===== src/hdl/hslc_pkg.sv =====
// Shared widths, constants and types of the HSL to RGB converter.
package hslc_pkg;

	// Field widths
	localparam int HUE_W  = 9;
	localparam int PCT_W  = 7;
	localparam int CHAN_W = 8;

	// Internal widths: fraction numerators in units of 1/600000, scaled numerators
	localparam int AS_W  = 14;
	localparam int FRAC_W = 6;
	localparam int V_W   = 20;
	localparam int N_W   = 24;
	localparam int PROD_W = N_W + 17;

	// Range limits and sector geometry
	localparam logic [HUE_W-1:0] HUE_TURN   = 9'd360;
	localparam logic [PCT_W-1:0] PCT_MAX    = 7'd100;
	localparam logic [PCT_W-1:0] PCT_HALF   = 7'd50;
	localparam logic [HUE_W-1:0] SECTOR_DEG = 9'd60;

	// Channel scaling: v * 255 / 600000 == (v * 17) / 40000
	localparam logic [V_W-1:0]  M_SCALE   = 20'd6000;
	localparam logic [V_W-1:0]  HALF_C    = 20'd30;
	localparam logic [V_W-1:0]  FULL_C    = 20'd60;
	localparam logic [N_W-1:0]  CHAN_NUM  = 24'd17;
	localparam logic [N_W-1:0]  DIV_DEN   = 24'd40000;
	// floor(2^32 / 40000); the estimate is low by at most one
	localparam logic [16:0]     RECIP_M   = 17'd107374;
	localparam int              RECIP_SHIFT = 32;

	typedef enum logic [2:0] {
		SEC_RY,
		SEC_YG,
		SEC_GC,
		SEC_CB,
		SEC_BM,
		SEC_MR
	} sector_t;

	// Chroma terms and control leaving the front stages
	typedef struct packed {
		logic            valid;
		logic            err;
		sector_t         sector;
		logic [V_W-1:0]  cn;
		logic [V_W-1:0]  xn;
		logic [V_W-1:0]  mn;
	} terms_t;

endpackage


===== src/hdl/hsl_pixel_if.sv =====
// Input channel carrying one HSL pixel with a valid/ready handshake.
interface hsl_pixel_if;
	logic                        valid;
	logic                        ready;
	logic [hslc_pkg::HUE_W-1:0]  hue;
	logic [hslc_pkg::PCT_W-1:0]  saturation;
	logic [hslc_pkg::PCT_W-1:0]  lightness;

	modport source(output valid, hue, saturation, lightness, input ready);
	modport sink(input valid, hue, saturation, lightness, output ready);
endinterface


===== src/hdl/rgb_pixel_if.sv =====
// Output channel carrying one RGB pixel and its range flag with a valid/ready handshake.
interface rgb_pixel_if;
	logic                         valid;
	logic                         ready;
	logic [hslc_pkg::CHAN_W-1:0]  red;
	logic [hslc_pkg::CHAN_W-1:0]  green;
	logic [hslc_pkg::CHAN_W-1:0]  blue;
	logic                         range_error;

	modport source(output valid, red, green, blue, range_error, input ready);
	modport sink(input valid, red, green, blue, range_error, output ready);
endinterface


===== src/hdl/hslc_prep.sv =====
// Front stages: range check, sector decode, chroma product and the C, X, m terms.
module hslc_prep (
	input  logic                        clk,
	input  logic                        arst_n,
	input  logic                        en,
	input  logic                        in_valid,
	input  logic [hslc_pkg::HUE_W-1:0]  hue,
	input  logic [hslc_pkg::PCT_W-1:0]  saturation,
	input  logic [hslc_pkg::PCT_W-1:0]  lightness,
	output hslc_pkg::terms_t            terms
);

	logic                          err;
	logic [hslc_pkg::HUE_W-1:0]    h_w;
	logic [hslc_pkg::HUE_W-1:0]    h_m;
	logic [hslc_pkg::FRAC_W-1:0]   f;
	logic [hslc_pkg::PCT_W-1:0]    s_c;
	logic [hslc_pkg::PCT_W-1:0]    l_c;
	logic [hslc_pkg::PCT_W-1:0]    a;
	hslc_pkg::sector_t             sec;

	logic                          v_s1, v_s2, v_s3;
	logic                          err_s1, err_s2, err_s3;
	hslc_pkg::sector_t             sec_s1, sec_s2, sec_s3;
	logic [hslc_pkg::PCT_W-1:0]    a_s1, s_s1, l_s1, l_s2;
	logic [hslc_pkg::FRAC_W-1:0]   f_s1, f_s2;
	logic [hslc_pkg::AS_W-1:0]     as_s2;
	logic [hslc_pkg::V_W-1:0]      cn_s3, xn_s3, mn_s3;

	// Check range, wrap hue, find sector and the X fraction
	always_comb begin
		err = (hue > hslc_pkg::HUE_TURN) || (saturation > hslc_pkg::PCT_MAX) ||
			(lightness > hslc_pkg::PCT_MAX);
		h_w = (hue == hslc_pkg::HUE_TURN) ? '0 : hue;
		s_c = err ? '0 : saturation;
		l_c = err ? '0 : lightness;
		if (h_w < hslc_pkg::SECTOR_DEG) begin
			sec = hslc_pkg::SEC_RY;
		end else if (h_w < 9'(2 * hslc_pkg::SECTOR_DEG)) begin
			sec = hslc_pkg::SEC_YG;
		end else if (h_w < 9'(3 * hslc_pkg::SECTOR_DEG)) begin
			sec = hslc_pkg::SEC_GC;
		end else if (h_w < 9'(4 * hslc_pkg::SECTOR_DEG)) begin
			sec = hslc_pkg::SEC_CB;
		end else if (h_w < 9'(5 * hslc_pkg::SECTOR_DEG)) begin
			sec = hslc_pkg::SEC_BM;
		end else begin
			sec = hslc_pkg::SEC_MR;
		end
		// hue mod 120
		if (h_w >= 9'(4 * hslc_pkg::SECTOR_DEG)) begin
			h_m = h_w - 9'(4 * hslc_pkg::SECTOR_DEG);
		end else if (h_w >= 9'(2 * hslc_pkg::SECTOR_DEG)) begin
			h_m = h_w - 9'(2 * hslc_pkg::SECTOR_DEG);
		end else begin
			h_m = h_w;
		end
		// 60 - |hue mod 120 - 60|
		if (h_m >= hslc_pkg::SECTOR_DEG) begin
			f = 6'(9'(2 * hslc_pkg::SECTOR_DEG) - h_m);
		end else begin
			f = 6'(h_m);
		end
		// 100 - |2L - 100|
		if (l_c >= hslc_pkg::PCT_HALF) begin
			a = 7'(8'(2 * hslc_pkg::PCT_MAX) - {l_c, 1'b0});
		end else begin
			a = {l_c[5:0], 1'b0};
		end
	end

	// Stage valid bits
	always_ff @(posedge clk or negedge arst_n) begin
		if (!arst_n) begin
			v_s1 <= 1'b0;
			v_s2 <= 1'b0;
			v_s3 <= 1'b0;
		end else if (en) begin
			v_s1 <= in_valid;
			v_s2 <= v_s1;
			v_s3 <= v_s2;
		end
	end

	// Advance payload: decode, product a*S, then C, X and m
	always_ff @(posedge clk) begin
		if (en) begin
			err_s1 <= err;
			sec_s1 <= sec;
			a_s1   <= a;
			s_s1   <= s_c;
			l_s1   <= l_c;
			f_s1   <= f;

			err_s2 <= err_s1;
			sec_s2 <= sec_s1;
			as_s2  <= hslc_pkg::AS_W'(a_s1) * hslc_pkg::AS_W'(s_s1);
			l_s2   <= l_s1;
			f_s2   <= f_s1;

			err_s3 <= err_s2;
			sec_s3 <= sec_s2;
			cn_s3  <= 20'(as_s2) * hslc_pkg::FULL_C;
			xn_s3  <= 20'(as_s2) * 20'(f_s2);
			mn_s3  <= 20'(l_s2) * hslc_pkg::M_SCALE - 20'(as_s2) * hslc_pkg::HALF_C;
		end
	end

	assign terms.valid  = v_s3;
	assign terms.err    = err_s3;
	assign terms.sector = sec_s3;
	assign terms.cn     = cn_s3;
	assign terms.xn     = xn_s3;
	assign terms.mn     = mn_s3;

endmodule


===== src/hdl/hslc_div.sv =====
// Two-stage divide by 40000 through a reciprocal multiply and one correction step.
module hslc_div (
	input  logic                        clk,
	input  logic                        en,
	input  logic [hslc_pkg::N_W-1:0]    num,
	output logic [hslc_pkg::CHAN_W-1:0] quo
);

	logic [hslc_pkg::PROD_W-1:0]  prod;
	logic [hslc_pkg::N_W-1:0]     rem;
	logic [hslc_pkg::N_W-1:0]     n_s5;
	logic [hslc_pkg::CHAN_W-1:0]  q_s5;
	logic [hslc_pkg::CHAN_W-1:0]  q_s6;

	// Estimate quotient, low by at most one
	assign prod = hslc_pkg::PROD_W'(num) * hslc_pkg::PROD_W'(hslc_pkg::RECIP_M);

	// Remainder of the estimate
	assign rem = n_s5 - 24'(q_s5) * hslc_pkg::DIV_DEN;

	always_ff @(posedge clk) begin
		if (en) begin
			n_s5 <= num;
			q_s5 <= prod[hslc_pkg::RECIP_SHIFT +: hslc_pkg::CHAN_W];
			q_s6 <= (rem >= hslc_pkg::DIV_DEN) ? q_s5 + 8'd1 : q_s5;
		end
	end

	assign quo = q_s6;

endmodule


===== src/hdl/hsl_to_rgb_converter_top.sv =====
// Top level of the HSL to RGB converter: front stages, channel mux and three dividers.
//
//  channel  dir  handshake         payload
//  hsl      in   valid / ready     hue[8:0], saturation[6:0], lightness[6:0]
//  rgb      out  valid / ready     red[7:0], green[7:0], blue[7:0], range_error
//
//  One pixel is taken every cycle while the output is not stalled. The depth is
//  set by the decode register, the a*S product, the C/X/m terms, the scale by 17
//  and the two-stage reciprocal divide. The whole pipeline advances together:
//  while rgb holds an untaken result, hsl.ready is low and every stage holds.
//  Reset clears the valid bits only.
module hsl_to_rgb_converter_top (
	input  logic               clk,
	input  logic               arst_n,
	hsl_pixel_if.sink          hsl,
	rgb_pixel_if.source        rgb
);

	logic                          adv;
	hslc_pkg::terms_t              terms;
	logic [hslc_pkg::V_W-1:0]      vr, vg, vb;
	logic [hslc_pkg::V_W-1:0]      sr, sg, sb;
	logic [hslc_pkg::N_W-1:0]      nr_s4, ng_s4, nb_s4;
	logic                          v_s4, v_s5, v_s6;
	logic                          err_s4, err_s5, err_s6;

	// Advance whenever the output stage is empty or being taken
	assign adv       = !v_s6 || rgb.ready;
	assign hsl.ready = adv;

	hslc_prep u_prep (
		.clk        (clk),
		.arst_n     (arst_n),
		.en         (adv),
		.in_valid   (hsl.valid),
		.hue        (hsl.hue),
		.saturation (hsl.saturation),
		.lightness  (hsl.lightness),
		.terms      (terms)
	);

	// Place C and X on the channels by sector
	always_comb begin
		vr = '0;
		vg = '0;
		vb = '0;
		unique case (terms.sector)
			hslc_pkg::SEC_RY: begin vr = terms.cn; vg = terms.xn; end
			hslc_pkg::SEC_YG: begin vr = terms.xn; vg = terms.cn; end
			hslc_pkg::SEC_GC: begin vg = terms.cn; vb = terms.xn; end
			hslc_pkg::SEC_CB: begin vg = terms.xn; vb = terms.cn; end
			hslc_pkg::SEC_BM: begin vr = terms.xn; vb = terms.cn; end
			hslc_pkg::SEC_MR: begin vr = terms.cn; vb = terms.xn; end
			default:          begin vr = terms.cn; vb = terms.xn; end
		endcase
		sr = vr + terms.mn;
		sg = vg + terms.mn;
		sb = vb + terms.mn;
	end

	// Scale by 17 ahead of the divide by 40000
	always_ff @(posedge clk) begin
		if (adv) begin
			nr_s4  <= 24'(sr) * hslc_pkg::CHAN_NUM;
			ng_s4  <= 24'(sg) * hslc_pkg::CHAN_NUM;
			nb_s4  <= 24'(sb) * hslc_pkg::CHAN_NUM;
			err_s4 <= terms.err;
			err_s5 <= err_s4;
			err_s6 <= err_s5;
		end
	end

	// Carry valid bits through the back stages
	always_ff @(posedge clk or negedge arst_n) begin
		if (!arst_n) begin
			v_s4 <= 1'b0;
			v_s5 <= 1'b0;
			v_s6 <= 1'b0;
		end else if (adv) begin
			v_s4 <= terms.valid;
			v_s5 <= v_s4;
			v_s6 <= v_s5;
		end
	end

	hslc_div u_div_r (.clk(clk), .en(adv), .num(nr_s4), .quo(rgb.red));
	hslc_div u_div_g (.clk(clk), .en(adv), .num(ng_s4), .quo(rgb.green));
	hslc_div u_div_b (.clk(clk), .en(adv), .num(nb_s4), .quo(rgb.blue));

	assign rgb.valid       = v_s6;
	assign rgb.range_error = err_s6;

	// A flagged pixel comes out black
	a_err_black: assert property (@(posedge clk) disable iff (!arst_n)
		rgb.valid && rgb.range_error |-> rgb.red == '0 && rgb.green == '0 && rgb.blue == '0)
		else $error("range error pixel not black");

	// Input is refused only while a result waits on the output
	a_ready_stall: assert property (@(posedge clk) disable iff (!arst_n)
		!hsl.ready |-> rgb.valid && !rgb.ready)
		else $error("input stalled without output backpressure");

	// An item in the first divide stage reaches the output on the next advance
	a_s5_to_out: assert property (@(posedge clk) disable iff (!arst_n)
		adv && v_s5 |=> rgb.valid)
		else $error("item lost between divide stages");

	// A held result keeps its flag
	a_hold_flag: assert property (@(posedge clk) disable iff (!arst_n)
		rgb.valid && !rgb.ready |=> $stable(rgb.range_error) && rgb.valid)
		else $error("stalled result changed");

endmodule

===== src/flat_wrapper.sv =====
// flat-port wrapper written by rule: the top's interface ports become plain ports
module hsl_to_rgb_converter_top_flat 
  (clk, arst_n, hsl_valid, hsl_hue, hsl_saturation, hsl_lightness, hsl_ready, rgb_valid, rgb_red, rgb_green, rgb_blue, rgb_range_error, rgb_ready);
  hsl_pixel_if hsl_i ();
  rgb_pixel_if rgb_i ();
  input  logic clk;
  input  logic arst_n;
  input wire logic [$bits(hsl_i.valid)-1:0] hsl_valid;
  input wire logic [$bits(hsl_i.hue)-1:0] hsl_hue;
  input wire logic [$bits(hsl_i.saturation)-1:0] hsl_saturation;
  input wire logic [$bits(hsl_i.lightness)-1:0] hsl_lightness;
  output wire logic [$bits(hsl_i.ready)-1:0] hsl_ready;
  output wire logic [$bits(rgb_i.valid)-1:0] rgb_valid;
  output wire logic [$bits(rgb_i.red)-1:0] rgb_red;
  output wire logic [$bits(rgb_i.green)-1:0] rgb_green;
  output wire logic [$bits(rgb_i.blue)-1:0] rgb_blue;
  output wire logic [$bits(rgb_i.range_error)-1:0] rgb_range_error;
  input wire logic [$bits(rgb_i.ready)-1:0] rgb_ready;
  assign hsl_i.valid = hsl_valid;
  assign hsl_i.hue = hsl_hue;
  assign hsl_i.saturation = hsl_saturation;
  assign hsl_i.lightness = hsl_lightness;
  assign hsl_ready = hsl_i.ready;
  assign rgb_valid = rgb_i.valid;
  assign rgb_red = rgb_i.red;
  assign rgb_green = rgb_i.green;
  assign rgb_blue = rgb_i.blue;
  assign rgb_range_error = rgb_i.range_error;
  assign rgb_i.ready = rgb_ready;
  hsl_to_rgb_converter_top u_core (.clk(clk), .arst_n(arst_n), .hsl(hsl_i), .rgb(rgb_i));
endmodule

===== config.mk =====
export PLATFORM = sky130hd
export DESIGN_NAME = hsl_to_rgb_converter_top_flat
export DESIGN_NICKNAME = d
export VERILOG_FILES = /design/src/hdl/hslc_pkg.sv /design/src/hdl/hsl_pixel_if.sv /design/src/hdl/rgb_pixel_if.sv /design/src/hdl/hslc_prep.sv /design/src/hdl/hslc_div.sv /design/src/hdl/hsl_to_rgb_converter_top.sv /design/src/flat_wrapper.sv
export SDC_FILE = /design/constraint.sdc
export NUM_CORES = 2
export LEC_CHECK = 0
export ABC_AREA = 0
export BUFFER_PORTS_ARGS = -buffer_cell sky130_fd_sc_hd__buf_2
export CAP_MARGIN = 30
export CORE_MARGIN = 2
export CORE_UTILIZATION = 45
export DETAILED_ROUTE_END_ITERATION = 10
export GPL_TIMING_DRIVEN = 1
export PLACE_DENSITY = 0.7
export SLEW_MARGIN = 5
export SYNTH_ARGS = -nofsm -noshare
export SYNTH_HDL_FRONTEND = slang
export SYNTH_SLANG_ARGS = --single-unit

===== constraint.sdc =====
create_clock -name clk -period 18.14 [get_ports clk]
set_input_delay 2.721 -clock clk [delete_from_list [all_inputs] [get_ports clk]]
set_output_delay 2.721 -clock clk [all_outputs]
set_load 0.1 [all_outputs]

==> metrics <==
Clk Latency, worst-skew pair 0.63 ns; worst clock skew 0.02823 ns; EDFF count, synth 290; GPL Wtd Cong 0.9299; core area 102000 um^2; Tightest Pin Transition 0.9274 ns; Synth Register Bits 296; Fin. Hold Viols 0; crit-path cells buf_2 > nand2b_4 > buf_2; Yosys warning count 0; max-slew violations 0; final worst-path cycle share 36.27%; CTS max path bufs 3; Syn-to-layout area delta 7.295%; fmax 152.0 MHz; root buffer cell clkbuf_16; worst hold path type reg -> reg; clock sinks 296; initial antenna violation count 0; Reg clk slew, reported paths 0.06 ns; Max-cap violations 0; Resize count post-CTS 0; Port-buffer cells 53; dominant cell by count in the synthesized netlist inv_1; ant diodes 0; synth top area cells fa_1, ha_1, edfxtp_1; grt total ovfl 0; vias per cell 5.237; Routed WL per cell 16.48 um; Main synth FF type edfxtp_1; status completed; share of cells above drive strength 1 3.766%; count of boundary I/O pins 54; CP arrival 3.86 ns; unrepaired setup endpoints after global routing false; Worst path most repeated cell buf_2; TritonRoute pass-1 iters 5; WS Path Type in -> out; Slew headroom 38.17%; slowest stage cell, crit path buf_2; DP HPWL 83800 um; Syn Nets 5996; die height 325.4 um; CTS tree yes; largest area contributor in the netlist fa_1; FFs w/ async S/R, synth 2.027%; largest net degree at the start of global routing 77; Seq/Total Area, Yosys 19.06%; CTS Buf Count 41; Syn Area/Cell 10.31 um^2; die width 325.4 um; vias post-DR 31362; DR DRC count 0; CP max FO 41; dpl ws 11.52 ns; # Post-CTS Setup Buffers 0; first-pass GRT wire length 165300 um; Post-synth top cells inv_1, ha_1, fa_1; DRT antenna net count 0; layout net count 6076; Initial Utilization 45.55%; area fraction of the dominant cell type after synthesis 26.02%; vias in the first global route 32552; CTS Hold Bufs 0; Worst Path Required 15.42 ns; setup ws final 11.56 ns; crit end category output port; largest stage delay on the critical path 0.55 ns; drt total wl 98710 um; Final min period 6.579 ns; Cell Area, Synth 46480 um^2; GRT Util Overall 19.15%; library cells used by synthesis 88; Cell Rows 117; startpoint types input pin; setup TNS 0 ns; DRT iter0 DRCs 1735; H-tree depth 2; Mapped Cells 4509; Final setup viols 0; die area 105900 um^2
worst max-delay path: cells and delay by family:
kind / cells / cell delay (ns)
simple gates: 1 / 0.51
buf+inv: 2 / 0.62
per-stage QoR:
| stage | utilization (%) | cells | hold WS (ns) | area [um^2] |
|---|---|---|---|---|
| global placement | 47.47 | 5913 | 0.4022 | 48440 |
| global route | 48.87 | 5988 | 0.4239 | 49870 |
| finish | 48.87 | 5988 | 0.4170 | 49870 |
| floorplan | - | 4509 | 0.4003 | 46480 |
| detailed placement | 47.47 | 5913 | 0.4045 | 48440 |
| CTS | 48.85 | 5987 | 0.4186 | 49840 |
kinds of logic (layout without fill, tap and decap cells):
kind of cell,Yosys count,after routing,share of synthesized area (%)
AO/OA/AOI/OAI,704,704,10.28
XOR/XNOR,252,252,4.797
buffers and inverters,1023,1134,8.262
flip-flops,296,296,19.06
multiplexers,20,20,0.4657
AND/OR/NAND/NOR,754,754,8.079
adder cells (fa/ha/maj),1460,1460,49.06
layout make-up:
cell class,instances,area [um^2]
fillers,9221,52170
multi-input cells,3190,33790
inverters,996,3739
well taps,1368,1712
repair buffers,64,367.9
clock buffers,43,1033
flip-flops and latches,296,8859
clock inverters,31,371.6
sequential cells by signal, indices dropped and copies added, names as in the netlist, 7 cells and up:
| signal | count |
|---|---|
| u_core.u_prep.cn_s3 | 17 |
| u_core.u_div_g.q_s5 | 8 |
| u_core.u_prep.xn_s3 | 19 |
| u_core.ng_s4 | 23 |
| u_core.u_div_r.quo | 8 |
| u_core.nr_s4 | 23 |
| u_core.nb_s4 | 23 |
| u_core.u_div_b.n_s5 | 18 |
| u_core.u_prep.mn_s3 | 17 |
| u_core.u_div_g.n_s5 | 18 |
| u_core.u_prep.s_s1 | 7 |
| u_core.u_div_b.q_s5 | 8 |
| u_core.u_prep.as_s2 | 13 |
| u_core.u_prep.l_s2 | 7 |
| u_core.u_div_r.n_s5 | 18 |
| u_core.u_div_r.q_s5 | 8 |
| u_core.u_div_b.quo | 8 |
| u_core.u_div_g.quo | 8 |
per-layer routing:
layer,wire (um),track usage [%],vias up
met3,4196,2.421,145
met5,0,0,-
met4,2443,4.729,0
met2,46880,32.25,566
li1,-,-,15319
met1,45190,26.18,15332
cells in the final DEF (no fill, tap or decap), drive strengths merged, types with 13 or more instances in the layout:
master / netlist / routed
a31oi: 31 / 31
o21bai: 26 / 26
o2111ai: 13 / 13
nand2: 200 / 200
o21ai: 130 / 130
nand3: 54 / 54
a22o: 49 / 49
fa: 604 / 604
o211ai: 26 / 26
a21oi: 173 / 173
xnor2: 167 / 167
buf: 0 / 64
nor2b: 33 / 33
xor2: 84 / 84
a21o: 51 / 51
nand2b: 46 / 46
nand4: 14 / 14
or3: 21 / 21
clkbuf: 27 / 43
nor2: 154 / 154
inv: 996 / 1002
edfxtp: 290 / 290
nor3: 75 / 75
and2: 69 / 69
ha: 856 / 856
o21a: 41 / 41
or2: 13 / 13
and3: 33 / 33
o31ai: 18 / 18
a21boi: 14 / 14
clkinv: 0 / 13
a211oi: 25 / 25
path summary, 6_finish.rpt:
check,from,end,slack (ns),cells past startpoint
max in group asynchronous,arst_n,u_core.v_s4,16.09,1
setup / recovery,rgb_ready,hsl_ready,11.56,3
setup reg to reg,u_core.nr_s4[7],u_core.u_div_r.q_s5[7],11.65,18
min in group asynchronous,arst_n,u_core.rgb.valid,1.91,1
hold reg to reg,u_core.u_prep.f_s1[2],u_core.u_prep.f_s2[2],0.42,0
hold / removal,u_core.u_prep.f_s1[2],u_core.u_prep.f_s2[2],0.42,0
Power is not shown: default switching activity piles up to over one toggle a cycle in this logic, so the estimate is an artifact.
